--- src/rtl/core/udr_pkg.sv ---
// Shared types, constants and byte-patch helper for the UDP destination rewrite block.
package udr_pkg;

   // Number of header bytes held before a frame is judged
   localparam int unsigned HOLD_LEN = 42;
   localparam int unsigned POS_W    = $clog2(HOLD_LEN + 1);

   // Header byte offsets in wire order
   localparam logic [POS_W-1:0] IDX_ETYPE_HI = POS_W'(12);
   localparam logic [POS_W-1:0] IDX_ETYPE_LO = POS_W'(13);
   localparam logic [POS_W-1:0] IDX_IP_FIRST = POS_W'(14);
   localparam logic [POS_W-1:0] IDX_PROTO    = POS_W'(23);
   localparam logic [POS_W-1:0] IDX_CHECK_HI = POS_W'(24);
   localparam logic [POS_W-1:0] IDX_CHECK_LO = POS_W'(25);
   localparam logic [POS_W-1:0] IDX_DADDR_0  = POS_W'(30);
   localparam logic [POS_W-1:0] IDX_DADDR_1  = POS_W'(31);
   localparam logic [POS_W-1:0] IDX_DADDR_2  = POS_W'(32);
   localparam logic [POS_W-1:0] IDX_DADDR_3  = POS_W'(33);
   localparam logic [POS_W-1:0] IDX_DPORT_HI = POS_W'(36);
   localparam logic [POS_W-1:0] IDX_DPORT_LO = POS_W'(37);
   localparam logic [POS_W-1:0] IDX_LAST_HDR = POS_W'(HOLD_LEN - 1);

   // Protocol constants
   localparam logic [15:0] ETYPE_IPV4 = 16'h0800;
   localparam logic [7:0]  PROTO_UDP  = 8'd17;

   // Register reset values
   localparam logic [31:0] RST_MATCH_ADDR  = 32'h7F00_0002;
   localparam logic [15:0] RST_MATCH_PORT  = 16'd7072;
   localparam logic [31:0] RST_TARGET_ADDR = 32'h7F00_0001;
   localparam logic [15:0] RST_TARGET_PORT = 16'd7073;

   // Register index map
   localparam int unsigned CSR_IDX_W = 2;
   typedef enum logic [CSR_IDX_W-1:0] {
      CSR_MATCH_ADDR  = 2'd0,
      CSR_MATCH_PORT  = 2'd1,
      CSR_TARGET_ADDR = 2'd2,
      CSR_TARGET_PORT = 2'd3
   } csr_reg_type;

   typedef struct packed {
      logic [31:0] match_address;
      logic [15:0] match_port;
      logic [31:0] target_address;
      logic [15:0] target_port;
   } cfg_type;

   typedef struct packed {
      logic [7:0] in_byte;
      logic       in_last;
   } req_type;

   typedef struct packed {
      logic [7:0] out_byte;
      logic       out_last;
      logic       verdict;
   } rsp_type;

   // One step of the shared header unit
   typedef struct packed {
      logic             clear;
      logic             enable;
      logic [POS_W-1:0] idx;
   } step_type;

   // Byte of a redirected header: new destination, new port or rebuilt checksum
   function automatic logic [7:0] hdr_patch(input logic [POS_W-1:0] idx,
                                            input logic [7:0] b,
                                            input logic [15:0] check,
                                            input cfg_type cfg);
      logic [7:0] r;
      r = b;
      case (idx)
         IDX_CHECK_HI: r = check[15:8];
         IDX_CHECK_LO: r = check[7:0];
         IDX_DADDR_0:  r = cfg.target_address[31:24];
         IDX_DADDR_1:  r = cfg.target_address[23:16];
         IDX_DADDR_2:  r = cfg.target_address[15:8];
         IDX_DADDR_3:  r = cfg.target_address[7:0];
         IDX_DPORT_HI: r = cfg.target_port[15:8];
         IDX_DPORT_LO: r = cfg.target_port[7:0];
         default:      r = b;
      endcase
      return r;
   endfunction

endpackage

--- src/rtl/core/udr_csr.sv ---
// Configuration registers: match and target address and port.
module udr_csr
   import udr_pkg::*;
(
   input  logic                 clock,
   input  logic                 reset,
   input  logic                 csr_valid,
   input  logic [CSR_IDX_W-1:0] csr_index,
   input  logic [31:0]          csr_data,
   output cfg_type              cfg
);

   cfg_type cfg_ff;
   cfg_type cfg_in;

   // Register write decode
   always_comb begin
      cfg_in = cfg_ff;
      if (csr_valid) begin
         unique case (csr_reg_type'(csr_index))
            CSR_MATCH_ADDR:  cfg_in.match_address  = csr_data;
            CSR_MATCH_PORT:  cfg_in.match_port     = csr_data[15:0];
            CSR_TARGET_ADDR: cfg_in.target_address = csr_data;
            CSR_TARGET_PORT: cfg_in.target_port    = csr_data[15:0];
            default:         cfg_in = cfg_ff;
         endcase
      end
   end

   always_ff @(posedge clock) begin
      if (reset) begin
         cfg_ff.match_address  <= RST_MATCH_ADDR;
         cfg_ff.match_port     <= RST_MATCH_PORT;
         cfg_ff.target_address <= RST_TARGET_ADDR;
         cfg_ff.target_port    <= RST_TARGET_PORT;
      end else begin
         cfg_ff <= cfg_in;
      end
   end

   assign cfg = cfg_ff;

endmodule

--- src/rtl/core/udr_hdr_mem.sv ---
// Header byte store: one write port, one registered read port.
module udr_hdr_mem
   import udr_pkg::*;
(
   input  logic             clock,
   input  logic             wr_en,
   input  logic [POS_W-1:0] wr_addr,
   input  logic [7:0]       wr_data,
   input  logic [POS_W-1:0] rd_addr,
   output logic [7:0]       rd_data
);

   logic [7:0] mem_ff [HOLD_LEN];
   logic [7:0] rd_data_ff;

   always_ff @(posedge clock) begin
      if (wr_en) begin
         mem_ff[wr_addr] <= wr_data;
      end
      rd_data_ff <= mem_ff[rd_addr];
   end

   assign rd_data = rd_data_ff;

endmodule

--- src/rtl/core/udr_hdr_unit.sv ---
// Shared header unit: one byte compare and one ones-complement add per step.
module udr_hdr_unit
   import udr_pkg::*;
(
   input  logic        clock,
   input  logic        reset,
   input  step_type    step,
   input  logic [7:0]  data,
   input  cfg_type     cfg,
   output logic        match_ok,
   output logic [15:0] check
);

   typedef struct packed {
      logic       hit;
      logic [7:0] value;
   } expect_type;

   // Expected value of the header bytes that select redirection
   function automatic expect_type cmp_expect(input logic [POS_W-1:0] idx,
                                             input cfg_type c);
      expect_type e;
      e.hit   = 1'b1;
      e.value = 8'd0;
      case (idx)
         IDX_ETYPE_HI: e.value = ETYPE_IPV4[15:8];
         IDX_ETYPE_LO: e.value = ETYPE_IPV4[7:0];
         IDX_PROTO:    e.value = PROTO_UDP;
         IDX_DADDR_0:  e.value = c.match_address[31:24];
         IDX_DADDR_1:  e.value = c.match_address[23:16];
         IDX_DADDR_2:  e.value = c.match_address[15:8];
         IDX_DADDR_3:  e.value = c.match_address[7:0];
         IDX_DPORT_HI: e.value = c.match_port[15:8];
         IDX_DPORT_LO: e.value = c.match_port[7:0];
         default:      e.hit   = 1'b0;
      endcase
      return e;
   endfunction

   logic        match_ff;
   logic        match_in;
   logic [15:0] acc_ff;
   logic [15:0] acc_in;
   expect_type  exp_b;
   logic        in_sum;
   logic [7:0]  sum_byte;
   logic [15:0] operand;
   logic [16:0] sum_raw;

   // Compare path
   assign exp_b = cmp_expect(step.idx, cfg);

   // Sum path: IPv4 header words with the check field left out and the target address patched in
   assign in_sum = (step.idx >= IDX_IP_FIRST) && (step.idx <= IDX_DADDR_3) &&
                   (step.idx != IDX_CHECK_HI) && (step.idx != IDX_CHECK_LO);
   assign sum_byte = hdr_patch(step.idx, data, 16'd0, cfg);
   assign operand  = step.idx[0] ? {8'd0, sum_byte} : {sum_byte, 8'd0};
   assign sum_raw  = {1'b0, acc_ff} + {1'b0, operand};

   always_comb begin
      match_in = match_ff;
      acc_in   = acc_ff;
      if (step.clear) begin
         match_in = 1'b1;
         acc_in   = 16'd0;
      end else if (step.enable) begin
         if (exp_b.hit && (data != exp_b.value)) begin
            match_in = 1'b0;
         end
         if (in_sum) begin
            // end-around carry keeps the sum folded at every step
            acc_in = sum_raw[15:0] + {15'd0, sum_raw[16]};
         end
      end
   end

   always_ff @(posedge clock) begin
      if (reset) begin
         match_ff <= 1'b0;
         acc_ff   <= 16'd0;
      end else begin
         match_ff <= match_in;
         acc_ff   <= acc_in;
      end
   end

   assign match_ok = match_ff;
   assign check    = ~acc_ff;

endmodule

--- src/rtl/core/udp_destination_rewrite.sv ---
// Top level: IPv4/UDP destination rewrite with header checksum rebuild.
//
//   port group   dir   handshake             contents
//   req_*        in    req_valid/req_stall   req_data: in_byte, in_last
//   rsp_*        out   rsp_valid/rsp_stall   rsp_data: out_byte, out_last, verdict
//   csr_*        in    csr_valid/csr_ready   csr_index, csr_data
//
// Bytes 1..41 of a frame are taken one per cycle and stored, and streamed bytes after
// the header pass through one per cycle, both while the output is not stalled. The 42nd
// byte starts a judge pass through the shared compare/add unit, then the header leaves
// byte by byte through a fetch state (store read), then an emit state (output register).
// A frame that ends early leaves the same way from its held bytes, unchanged.
// Reset is synchronous; csr_ready is always high. A stalled output holds the block.
module udp_destination_rewrite
   import udr_pkg::*;
(
   input  logic                 clock,
   input  logic                 reset,
   input  logic                 req_valid,
   output logic                 req_stall,
   input  req_type              req_data,
   output logic                 rsp_valid,
   input  logic                 rsp_stall,
   output rsp_type              rsp_data,
   input  logic                 csr_valid,
   output logic                 csr_ready,
   input  logic [CSR_IDX_W-1:0] csr_index,
   input  logic [31:0]          csr_data
);

   localparam logic [POS_W-1:0] SEQ_JUDGE_END = POS_W'(IDX_DPORT_LO + 1);
   localparam logic [POS_W-1:0] SEQ_JUDGE_DONE = POS_W'(IDX_DPORT_LO + 2);
   localparam logic [POS_W-1:0] POS_STREAM = POS_W'(HOLD_LEN);

   typedef enum logic [3:0] {
      ST_RECV  = 4'b0001,
      ST_JUDGE = 4'b0010,
      ST_FETCH = 4'b0100,
      ST_EMIT  = 4'b1000
   } state_type;

   state_type        state_ff, state_in;
   logic [POS_W-1:0] pos_ff, pos_in;
   logic [POS_W-1:0] seq_ff, seq_in;
   logic [POS_W-1:0] flush_len_ff, flush_len_in;
   logic             frame_last_ff, frame_last_in;
   logic             redirect_ff, redirect_in;
   logic             rsp_valid_ff, rsp_valid_in;
   rsp_type          rsp_data_ff, rsp_data_in;

   cfg_type          cfg;
   step_type         step;
   logic             match_ok;
   logic [15:0]      check;
   logic             mem_wr_en;
   logic [7:0]       mem_rd_data;
   logic             req_accept;
   logic             out_free;
   logic             emit_last;
   logic [7:0]       emit_byte;

   // Configuration registers
   assign csr_ready = 1'b1;

   udr_csr u_csr (
      .clock     (clock),
      .reset     (reset),
      .csr_valid (csr_valid),
      .csr_index (csr_index),
      .csr_data  (csr_data),
      .cfg       (cfg)
   );

   // Header store
   assign mem_wr_en = req_accept && (pos_ff != POS_STREAM);

   udr_hdr_mem u_mem (
      .clock   (clock),
      .wr_en   (mem_wr_en),
      .wr_addr (pos_ff),
      .wr_data (req_data.in_byte),
      .rd_addr (seq_ff),
      .rd_data (mem_rd_data)
   );

   // Judge steps: read data of the previous address is processed each cycle
   assign step.clear  = mem_wr_en && (pos_ff == IDX_LAST_HDR);
   assign step.enable = (state_ff == ST_JUDGE) && (seq_ff > IDX_ETYPE_HI) &&
                        (seq_ff <= SEQ_JUDGE_END);
   assign step.idx    = seq_ff - POS_W'(1);

   udr_hdr_unit u_unit (
      .clock    (clock),
      .reset    (reset),
      .step     (step),
      .data     (mem_rd_data),
      .cfg      (cfg),
      .match_ok (match_ok),
      .check    (check)
   );

   // Handshake
   assign out_free   = !rsp_valid_ff || !rsp_stall;
   assign req_stall  = (state_ff != ST_RECV) || !out_free;
   assign req_accept = req_valid && !req_stall;

   assign emit_last = (seq_ff == flush_len_ff - POS_W'(1));
   assign emit_byte = redirect_ff ? hdr_patch(seq_ff, mem_rd_data, check, cfg) : mem_rd_data;

   // Sequencer
   always_comb begin
      state_in      = state_ff;
      pos_in        = pos_ff;
      seq_in        = seq_ff;
      flush_len_in  = flush_len_ff;
      frame_last_in = frame_last_ff;
      redirect_in   = redirect_ff;
      rsp_valid_in  = rsp_valid_ff && rsp_stall;
      rsp_data_in   = rsp_data_ff;

      unique case (state_ff)
         ST_RECV: begin
            if (req_accept) begin
               if (pos_ff == POS_STREAM) begin
                  // pass-through after the header
                  rsp_valid_in         = 1'b1;
                  rsp_data_in.out_byte = req_data.in_byte;
                  rsp_data_in.out_last = req_data.in_last;
                  rsp_data_in.verdict  = req_data.in_last && redirect_ff;
                  if (req_data.in_last) begin
                     pos_in      = '0;
                     redirect_in = 1'b0;
                  end
               end else if (pos_ff == IDX_LAST_HDR) begin
                  frame_last_in = req_data.in_last;
                  flush_len_in  = POS_W'(HOLD_LEN);
                  seq_in        = IDX_ETYPE_HI;
                  state_in      = ST_JUDGE;
               end else if (req_data.in_last) begin
                  // short frame leaves unchanged
                  frame_last_in = 1'b1;
                  flush_len_in  = pos_ff + POS_W'(1);
                  redirect_in   = 1'b0;
                  seq_in        = '0;
                  state_in      = ST_FETCH;
               end else begin
                  pos_in = pos_ff + POS_W'(1);
               end
            end
         end
         ST_JUDGE: begin
            if (seq_ff == SEQ_JUDGE_DONE) begin
               redirect_in = match_ok;
               seq_in      = '0;
               state_in    = ST_FETCH;
            end else begin
               seq_in = seq_ff + POS_W'(1);
            end
         end
         ST_FETCH: begin
            state_in = ST_EMIT;
         end
         ST_EMIT: begin
            if (out_free) begin
               rsp_valid_in         = 1'b1;
               rsp_data_in.out_byte = emit_byte;
               rsp_data_in.out_last = emit_last && frame_last_ff;
               rsp_data_in.verdict  = emit_last && frame_last_ff && redirect_ff;
               if (emit_last) begin
                  state_in = ST_RECV;
                  if (frame_last_ff) begin
                     pos_in      = '0;
                     redirect_in = 1'b0;
                  end else begin
                     pos_in = POS_STREAM;
                  end
               end else begin
                  seq_in   = seq_ff + POS_W'(1);
                  state_in = ST_FETCH;
               end
            end
         end
         default: begin
            state_in = ST_RECV;
         end
      endcase
   end

   always_ff @(posedge clock) begin
      if (reset) begin
         state_ff      <= ST_RECV;
         pos_ff        <= '0;
         seq_ff        <= '0;
         flush_len_ff  <= '0;
         frame_last_ff <= 1'b0;
         redirect_ff   <= 1'b0;
         rsp_valid_ff  <= 1'b0;
      end else begin
         state_ff      <= state_in;
         pos_ff        <= pos_in;
         seq_ff        <= seq_in;
         flush_len_ff  <= flush_len_in;
         frame_last_ff <= frame_last_in;
         redirect_ff   <= redirect_in;
         rsp_valid_ff  <= rsp_valid_in;
      end
   end

   // Output payload register
   always_ff @(posedge clock) begin
      rsp_data_ff <= rsp_data_in;
   end

   assign rsp_valid = rsp_valid_ff;
   assign rsp_data  = rsp_data_ff;

   // A transmit verdict only rides on the final byte of a frame
   a_verdict_on_last: assert property (@(posedge clock) disable iff (reset)
      rsp_valid && rsp_data.verdict |-> rsp_data.out_last)
      else $error("verdict set on a byte that is not the last");

   // Byte position never runs past the streaming mark
   a_pos_range: assert property (@(posedge clock) disable iff (reset)
      pos_ff <= POS_STREAM)
      else $error("byte position out of range");

   // Flush never reads past the held bytes
   a_emit_range: assert property (@(posedge clock) disable iff (reset)
      (state_ff == ST_EMIT) || (state_ff == ST_FETCH) |-> seq_ff < flush_len_ff)
      else $error("flush index beyond held bytes");

   // A short frame never leaves with a transmit verdict
   a_short_pass: assert property (@(posedge clock) disable iff (reset)
      (state_ff == ST_EMIT) && (flush_len_ff != POS_W'(HOLD_LEN)) |-> !redirect_ff)
      else $error("short frame marked for redirect");

endmodule
--- config.mk ---
export PLATFORM = sky130hd
export DESIGN_NAME = udp_destination_rewrite
export DESIGN_NICKNAME = d
export VERILOG_FILES = /design/src/rtl/core/udr_pkg.sv /design/src/rtl/core/udr_csr.sv /design/src/rtl/core/udr_hdr_mem.sv /design/src/rtl/core/udr_hdr_unit.sv /design/src/rtl/core/udp_destination_rewrite.sv
export SDC_FILE = /design/constraint.sdc
export NUM_CORES = 1
export LEC_CHECK = 0
export BUFFER_PORTS_ARGS = -buffer_cell sky130_fd_sc_hd__buf_2
export CAP_MARGIN = 5
export CORE_AREA = 2 2 201 203
export CTS_CLUSTER_SIZE = 14
export DETAILED_ROUTE_END_ITERATION = 8
export DIE_AREA = 0 0 203 205
export PLACE_DENSITY = 0.76
export SLEW_MARGIN = 20
export SYNTH_ARGS = -nofsm -noshare
export SYNTH_HDL_FRONTEND = slang
export SYNTH_HIERARCHICAL = 1
export SYNTH_SLANG_ARGS = --single-unit
--- constraint.sdc ---
create_clock -name clock -period 7.9 [get_ports clock]
set_input_delay 1.185 -clock clock [delete_from_list [all_inputs] [get_ports clock]]
set_output_delay 1.185 -clock clock [all_outputs]
set_load 0.1 [all_outputs]
Word level (Yosys, flattened, before mapping)
Memory sizes are Yosys's and may differ from the RTL's. A register that Yosys moved wholly into a read port is not among the register bits.
Index checks and enable logic that the tools add are counted.
{ "op_classes": {"n_addsub": 6, "n_lt_le_gt_ge": 4, "eq_ne": 47, "n_mux": 56, "n_bitwise": 2, "reduce_logical": 40} }
{ "ops": {"columns": ["op", "n"], "rows": [
  ["case mux 8 bit (8 select lines)", 2],
  ["2-to-1 mux 6 bit", 16],
  ["equality test 6 bit, second input constant", 11],
  ["case mux 8 bit (7 select lines)", 1],
  ["equality test 6 x 5 -> 1 bit, second input constant", 9],
  ["2-to-1 mux 10 bit", 3],
  ["2-to-1 mux 4 bit", 6],
  ["case mux 10 bit (2 select lines)", 1],
  ["2-to-1 mux 1 bit", 19],
  ["case mux 6 bit (3 select lines)", 1],
  ["adder 16 x 16 -> 17 bit", 1],
  ["adder 16 x 1 -> 16 bit", 1],
  ["2-to-1 mux 16 bit", 1],
  ["NOT 16 bit", 1],
  ["case mux 4 bit (4 select lines)", 1],
  ["!= test 2 bit, second input constant", 7],
  ["AND reduction 7 bit", 2],
  ["logical AND 1 bit", 13],
  ["adder 6 x 1 -> 6 bit, second input constant", 2],
  ["equality test 6 x 4 -> 1 bit, second input constant", 2],
  ["less-or-equal comparator 6 bit, second input constant", 2],
  ["!= test 3 bit, second input constant", 4],
  ["!= test 6 x 5 -> 1 bit, second input constant", 2],
  ["case mux 6 bit (2 select lines)", 1],
  ["30 further kinds", 46]
]} }
{ "totals": {"reg_bits": 148, "mem_bits_rw": 336, "input_bits": 48, "out_inout_bits": 13, "wordCells": 172, "n_memories": 1} }
{ "mem_list": {"columns": ["memory", "words", "width", "read_ports", "rd_clocked_by_memory_dff", "wr", "line", "source"], "rows": [
  ["u_mem.mem_ff", 42, 8, 1, 1, 1, "udr_hdr_mem.sv:13", "logic [7:0] mem_ff [HOLD_LEN];"]
]} }

Logic depth before layout (Yosys ltp)
{ "depth": {"word_depth": 10, "depth_mapped": 32, "mapped_depth_nobuf": 28} }

By module
Netlist, hierarchy kept.
{ "modules_own_cells": {"columns": ["mod", "n_inst", "cells_each", "area_per_inst_um2"], "rows": [
  ["udr_hdr_mem", 1, 738, 13730.7],
  ["udr_csr", 1, 358, 3851.2],
  ["udr_hdr_unit", 1, 416, 3049.2],
  ["udp_destination_rewrite", 1, 358, 2790.2]
]} }

Worst setup path before layout
OpenSTA, ideal clock, no wires.
{ "synth_path": {"path_kind": "reg2reg", "from": "register seq_ff[2]", "to": "register u_unit.acc_ff[8]", "arrival_time_ns": 5.768, "t_required_ns": 7.814, "path_slack_ns": 2.046, "path_stages_with_launch": 29, "cell_sequence": "dfxtp_1 -> clkbuf_1 -> buf_1 -> nor3_1 -> nor3b_1 -> xor2_1 -> inv_1 -> or4_1 -> clkbuf_1 -> nand2_1 -> a21oi_1 -> and2_1 -> ha_1 -> o21ai_0 -> o211a_1 -> or3_1 -> a21boi_0 -> o21ai_0 -> a21oi_1 -> o21ai_0 -> nand2b_1 -> ha_1 -> ha_1 -> and3_1 -> and3_2 -> clkbuf_1 -> nand2_1 -> xnor2_1 -> a211oi_1"} }
{ "synth_rtl": {"columns": ["element", "line", "source"], "rows": [
  ["from (decl)", "udp_destination_rewrite.sv:44", "logic [POS_W-1:0] seq_ff, seq_in;"],
  ["from (signal assigned)", "udp_destination_rewrite.sv:201", "seq_ff <= seq_in;"],
  ["to (signal assigned)", "udr_hdr_unit.sv:83", "acc_ff <= acc_in;"],
  ["to (decl)", "udr_hdr_unit.sv:42", "logic [15:0] acc_ff;"]
]} }

==> tab_implementation.tex <==
\begin{tabular}{lr}
\hline
Metric & Value \\
\hline
\multicolumn{2}{l}{\textbf{Clocking}} \\
\quad Clock tree root buffer cell & sky130\_fd\_sc\_hd\_\_clkbuf\_16 \\
\quad CTS sink count & 492 \\
\quad Hold-fix buffers, CTS & 0 \\
\quad Clock tree from TritonCTS & yes \\
\quad Clock slew at reported path FFs & 0.06 ns \\
\quad CTS max path bufs & 3 \\
\quad Number of setup buffers added after CTS & 0 \\
\quad Depth of the CTS H-tree & 2 \\
\quad Number of buffers created by CTS & 52 \\
\quad Clock latency at the later pin of the worst-skew pair & 0.62 ns \\
\quad Number of resized instances in the post-cts repair step & 0 \\
\multicolumn{2}{l}{\textbf{Timing}} \\
\quad Count of endpoints failing setup in the final report & 0 \\
\quad Worst Hold Margin & 0.476 ns \\
\quad Period Utilization, post-route & 0.871 \\
\quad Count of final max-slew check failures & 0 \\
\quad Final setup skew & 0.0418 ns \\
\quad Final hold violation count & 0 \\
\quad Final setup margin & 1.02 ns \\
\quad Worst slew margin relative to its limit & 0.242 \\
\quad Post-Route Setup TNS & 0 ns \\
\quad Peak clock frequency supported by timing & 0.145 GHz \\
\quad Unrepaired setup endpoints after global routing & false \\
\quad Final critical-path required period & 6.88 ns \\
\quad Worst-margin pin slew & 1.13 ns \\
\multicolumn{2}{l}{\textbf{Synth}} \\
\quad Asr flop ratio synth & 0 \\
\quad Mean post-synth cell area & 12.5 µm² \\
\quad Count of mapped cells out of synthesis & 1870 \\
\quad Prevailing post-synth register cell & sky130\_fd\_sc\_hd\_\_edfxtp\_1 \\
\quad Count of different cell masters after synthesis & 93 \\
\quad Share of the yosys chip area belonging to registers & 0.568 \\
\quad Synthesized flop and latch total & 492 \\
\quad Number of synthesized flops with an enable pin & 346 \\
\quad Post-Synthesis Net Count & 1946 \\
\quad Area of the mapped netlist & 0.0234 mm² \\
\quad Synthesis Warnings & 6 \\
\multicolumn{2}{l}{\textbf{Cells and area}} \\
\quad Layout area overhead & 8.84\% \\
\quad Filler instances & 2950 \\
\quad N\_diodes & 0 \\
\quad Flip-flop and latch area & 0.0133 mm² \\
\quad Proportion of layout cells with a drive suffix above 1 & 0.128 \\
\quad Multi-input gate area in the final layout & 0.00926 mm² \\
\quad Cell area after layout & 0.0255 mm² \\
\quad Number of nets in the finished design & 1957 \\
\multicolumn{2}{l}{\textbf{Placement}} \\
\quad Cell area after placement & 0.0238 mm² \\
\quad HPWL after detailed placement & 37.0 mm \\
\quad Gp weighted congestion & 0.960 \\
\quad Port Buf Inserts & 59 \\
\quad Pre-CTS setup slack & 1.24 ns \\
\multicolumn{2}{l}{\textbf{Floorplanning}} \\
\quad Row count & 73 \\
\quad Vertical die dimension & 205 µm \\
\quad IO Count & 61 \\
\quad Die X-Extent & 203 µm \\
\quad DIE AREA & 0.0416 mm² \\
\quad Core box area & 0.0394 mm² \\
\quad Initial standard-cell utilization of the core & 0.595 \\
\multicolumn{2}{l}{\textbf{Global routing}} \\
\quad Total Routing Usage GR & 0.272 \\
\quad Initial antenna violation count & 1 \\
\quad Leftover overflow at the end of global routing & 0 \\
\quad Maximum number of pins on one net before global-route repair & 136 \\
\quad First-pass GRT wire length & 86.2 mm \\
\quad Via count of the first global-routing pass & 14600 \\
\multicolumn{2}{l}{\textbf{Min path}} \\
\quad Cell count of the worst hold path & 2 \\
\quad Worst min-delay path class & reg -> reg \\
\quad Min-Delay Endpoint & u\_csr/cfg[74] \\
\quad Start point of the worst hold path & u\_csr/cfg[74] \\
\multicolumn{2}{l}{\textbf{Setup path}} \\
\quad Critical path launch point type & register \\
\quad Type of the worst setup path & reg -> reg \\
\quad Worst flop-to-flop path endpoint & u\_unit/acc\_ff[15] \\
\quad Reg2Reg Setup Slack & 1.02 ns \\
\quad Critical R2R Launch & seq\_ff[0] \\
\quad Depth of the worst register-to-register path & 27 \\
\quad Max FO, Critical Path & 45 \\
\quad Required time of the critical path & 8.32 ns \\
\quad Number of buffers and inverters on the critical path & 3 \\
\quad Kind of cell adding the most delay to the critical path & simple AND/OR/NAND/NOR gates \\
\quad Critical-path top delay cell & sky130\_fd\_sc\_hd\_\_nor4b\_4 \\
\quad Crit path arrival time & 7.30 ns \\
\quad Critical Path Max Stage Delay & 0.81 ns \\
\quad Endpoint kind of the worst setup timing path & register \\
\multicolumn{2}{l}{\textbf{Detailed routing}} \\
\quad DRC violation count after routing & 0 \\
\quad WL final & 56.3 mm \\
\quad First-iteration detailed-routing DRC count & 1625 \\
\quad Count of nets left with antenna violations after detail routing & 0 \\
\quad Iteration count of the initial detailed-routing pass & 6 \\
\quad Vias post-DR & 15300 \\
\quad Per-cell routed wire length & 23.0 µm \\
\quad Drt via density & 6.26 \\
\multicolumn{2}{l}{\textbf{Power}} \\
\quad Total power per unit cell area & 238 mW/mm² \\
\quad P\_leak & 8.69 nW \\
\quad Worst-case vdd ir drop & 0.189 mV \\
\multicolumn{2}{l}{\textbf{Flow run}} \\
\quad MaxCap Viol Count & 0 \\
\multicolumn{2}{l}{\textbf{Run status}} \\
\quad Outcome & completed \\
\hline
\end{tabular}
## logic make-up after synthesis
kind of cell | after synthesis | share of synthesized area
flip-flops | 492 | 0.568
AND/OR/NAND/NOR | 483 | 0.108
AO/OA/AOI/OAI | 372 | 0.122
multiplexers | 288 | 0.133
buffers and inverters | 165 | 0.0376
XOR/XNOR | 41 | 0.0153
adder cells (fa/ha/maj) | 28 | 0.0153
other | 1 | 0.000160
## flip-flops by register name, summed over array words and instances, names as in the netlist
| register | flops |
|---|---|
| seq_ff | 6 |
| u_unit/match_ok | 1 |
| u_mem/mem_ff | 336 |
| frame_last_ff | 1 |
| u_csr/cfg | 96 |
| u_mem/rd_data | 8 |
| pos_ff | 6 |
| flush_len_ff | 6 |
| rsp_valid | 1 |
| redirect_ff | 1 |
| u_unit/acc_ff | 16 |
| rsp_data | 10 |
| state_ff | 4 |
## cell usage in the layout, fill, tap and decap left out, types with 18 or more instances in the layout
cell type                   count
sky130_fd_sc_hd__nand3_1       23
sky130_fd_sc_hd__a221oi_1      29
sky130_fd_sc_hd__buf_2         58
sky130_fd_sc_hd__xor2_1        19
sky130_fd_sc_hd__a211oi_1      20
sky130_fd_sc_hd__edfxtp_1     346
sky130_fd_sc_hd__buf_4         23
sky130_fd_sc_hd__dfxtp_1      144
sky130_fd_sc_hd__xnor2_1       22
sky130_fd_sc_hd__clkbuf_16     52
sky130_fd_sc_hd__nand2_1       63
sky130_fd_sc_hd__ha_1          26
sky130_fd_sc_hd__mux2i_1      260
sky130_fd_sc_hd__a21oi_1       89
sky130_fd_sc_hd__a22o_1        19
sky130_fd_sc_hd__mux4_2        18
sky130_fd_sc_hd__nor2b_1       19
sky130_fd_sc_hd__inv_1         40
sky130_fd_sc_hd__nor2_1       165
sky130_fd_sc_hd__nor3_1        23
sky130_fd_sc_hd__nand2b_1     104
sky130_fd_sc_hd__o21ai_0       39
sky130_fd_sc_hd__a22oi_1       51
## metal layers
layer / track usage / share of wire / routed length, µm / vias up
li1: - / - / - / 7092
met1: 0.373 / 0.43 / 24000 / 7515
met2: 0.435 / 0.47 / 26500 / 586
met3: 0.0439 / 0.066 / 3730 / 124
met4: 0.112 / 0.035 / 1990 / 2
met5: 0 / 0.00027 / 15 / -
## report_power, final
| group | total (mW) | switching [mW] | internal, mW | leakage [nW] |
|---|---|---|---|---|
| clock network | 2.35 | 1.01 | 1.34 | 0.794 |
| registers | 2.96 | 0.101 | 2.86 | 4.30 |
| logic | 0.769 | 0.520 | 0.249 | 3.59 |
| total | 6.08 | 1.63 | 4.45 | 8.69 |
## per-stage QoR
step	std cells	utilization	total power, mW
after floorplan	1870	-	3.55
after global routing	2448	0.648	6.28
after CTS	2448	0.647	6.11
final	2448	0.648	6.08
after detailed placement	2352	0.606	3.77
after global placement	2352	0.605	3.75
## cells in the mapped netlist, types with 19 or more instances
master                       n  area share
sky130_fd_sc_hd__a221oi_1   29       0.011
sky130_fd_sc_hd__dfxtp_1   146        0.12
sky130_fd_sc_hd__o21ai_0    39      0.0083
sky130_fd_sc_hd__a211oi_1   20      0.0064
sky130_fd_sc_hd__inv_1      41      0.0066
sky130_fd_sc_hd__buf_2      20      0.0043
sky130_fd_sc_hd__clkbuf_1   58      0.0093
sky130_fd_sc_hd__xor2_1     19      0.0071
sky130_fd_sc_hd__a22oi_1    51       0.016
sky130_fd_sc_hd__a21oi_1    89       0.019
sky130_fd_sc_hd__nand2b_1  104       0.028
sky130_fd_sc_hd__a22o_1     19      0.0071
sky130_fd_sc_hd__ha_1       27       0.014
sky130_fd_sc_hd__nor2_1    166       0.027
sky130_fd_sc_hd__xnor2_1    22      0.0082
sky130_fd_sc_hd__mux2i_1   260        0.11
sky130_fd_sc_hd__nand2_1    63       0.010
sky130_fd_sc_hd__nand3_1    23      0.0049
sky130_fd_sc_hd__nor3_1     25      0.0053
sky130_fd_sc_hd__nor2b_1    21      0.0056
sky130_fd_sc_hd__edfxtp_1  346        0.44
## area by class of cell
type | instances | share of cell area
clock inverter | 28 | 0.00987
timing repair buffer | 81 | 0.0182
multi-input combinational | 1213 | 0.363
tap | 525 | 0.0258
sequential | 492 | 0.522
clock buffer | 68 | 0.0546
inverter | 41 | 0.00604
## worst min-delay path, stage by stage, from the launching register on
cell	delay, ns
sky130_fd_sc_hd__dfxtp_1	0.31
sky130_fd_sc_hd__nand2b_1	0.06
sky130_fd_sc_hd__mux2i_1	0.06
## worst max path at each step
stage,slack [ns],startpoint,endpoint,depth (start not counted)
floorplan,2.05,seq_ff[2],u_unit/acc_ff[8],28
global placement,1.41,seq_ff[0],u_unit/acc_ff[15],27
detailed placement,1.24,seq_ff[1],u_unit/acc_ff[15],28
CTS,1.18,seq_ff[1],u_unit/acc_ff[15],28
global route,0.36,seq_ff[0],u_unit/acc_ff[15],27
finish,1.02,seq_ff[0],u_unit/acc_ff[15],27
(Power assumes the default switching activity.)
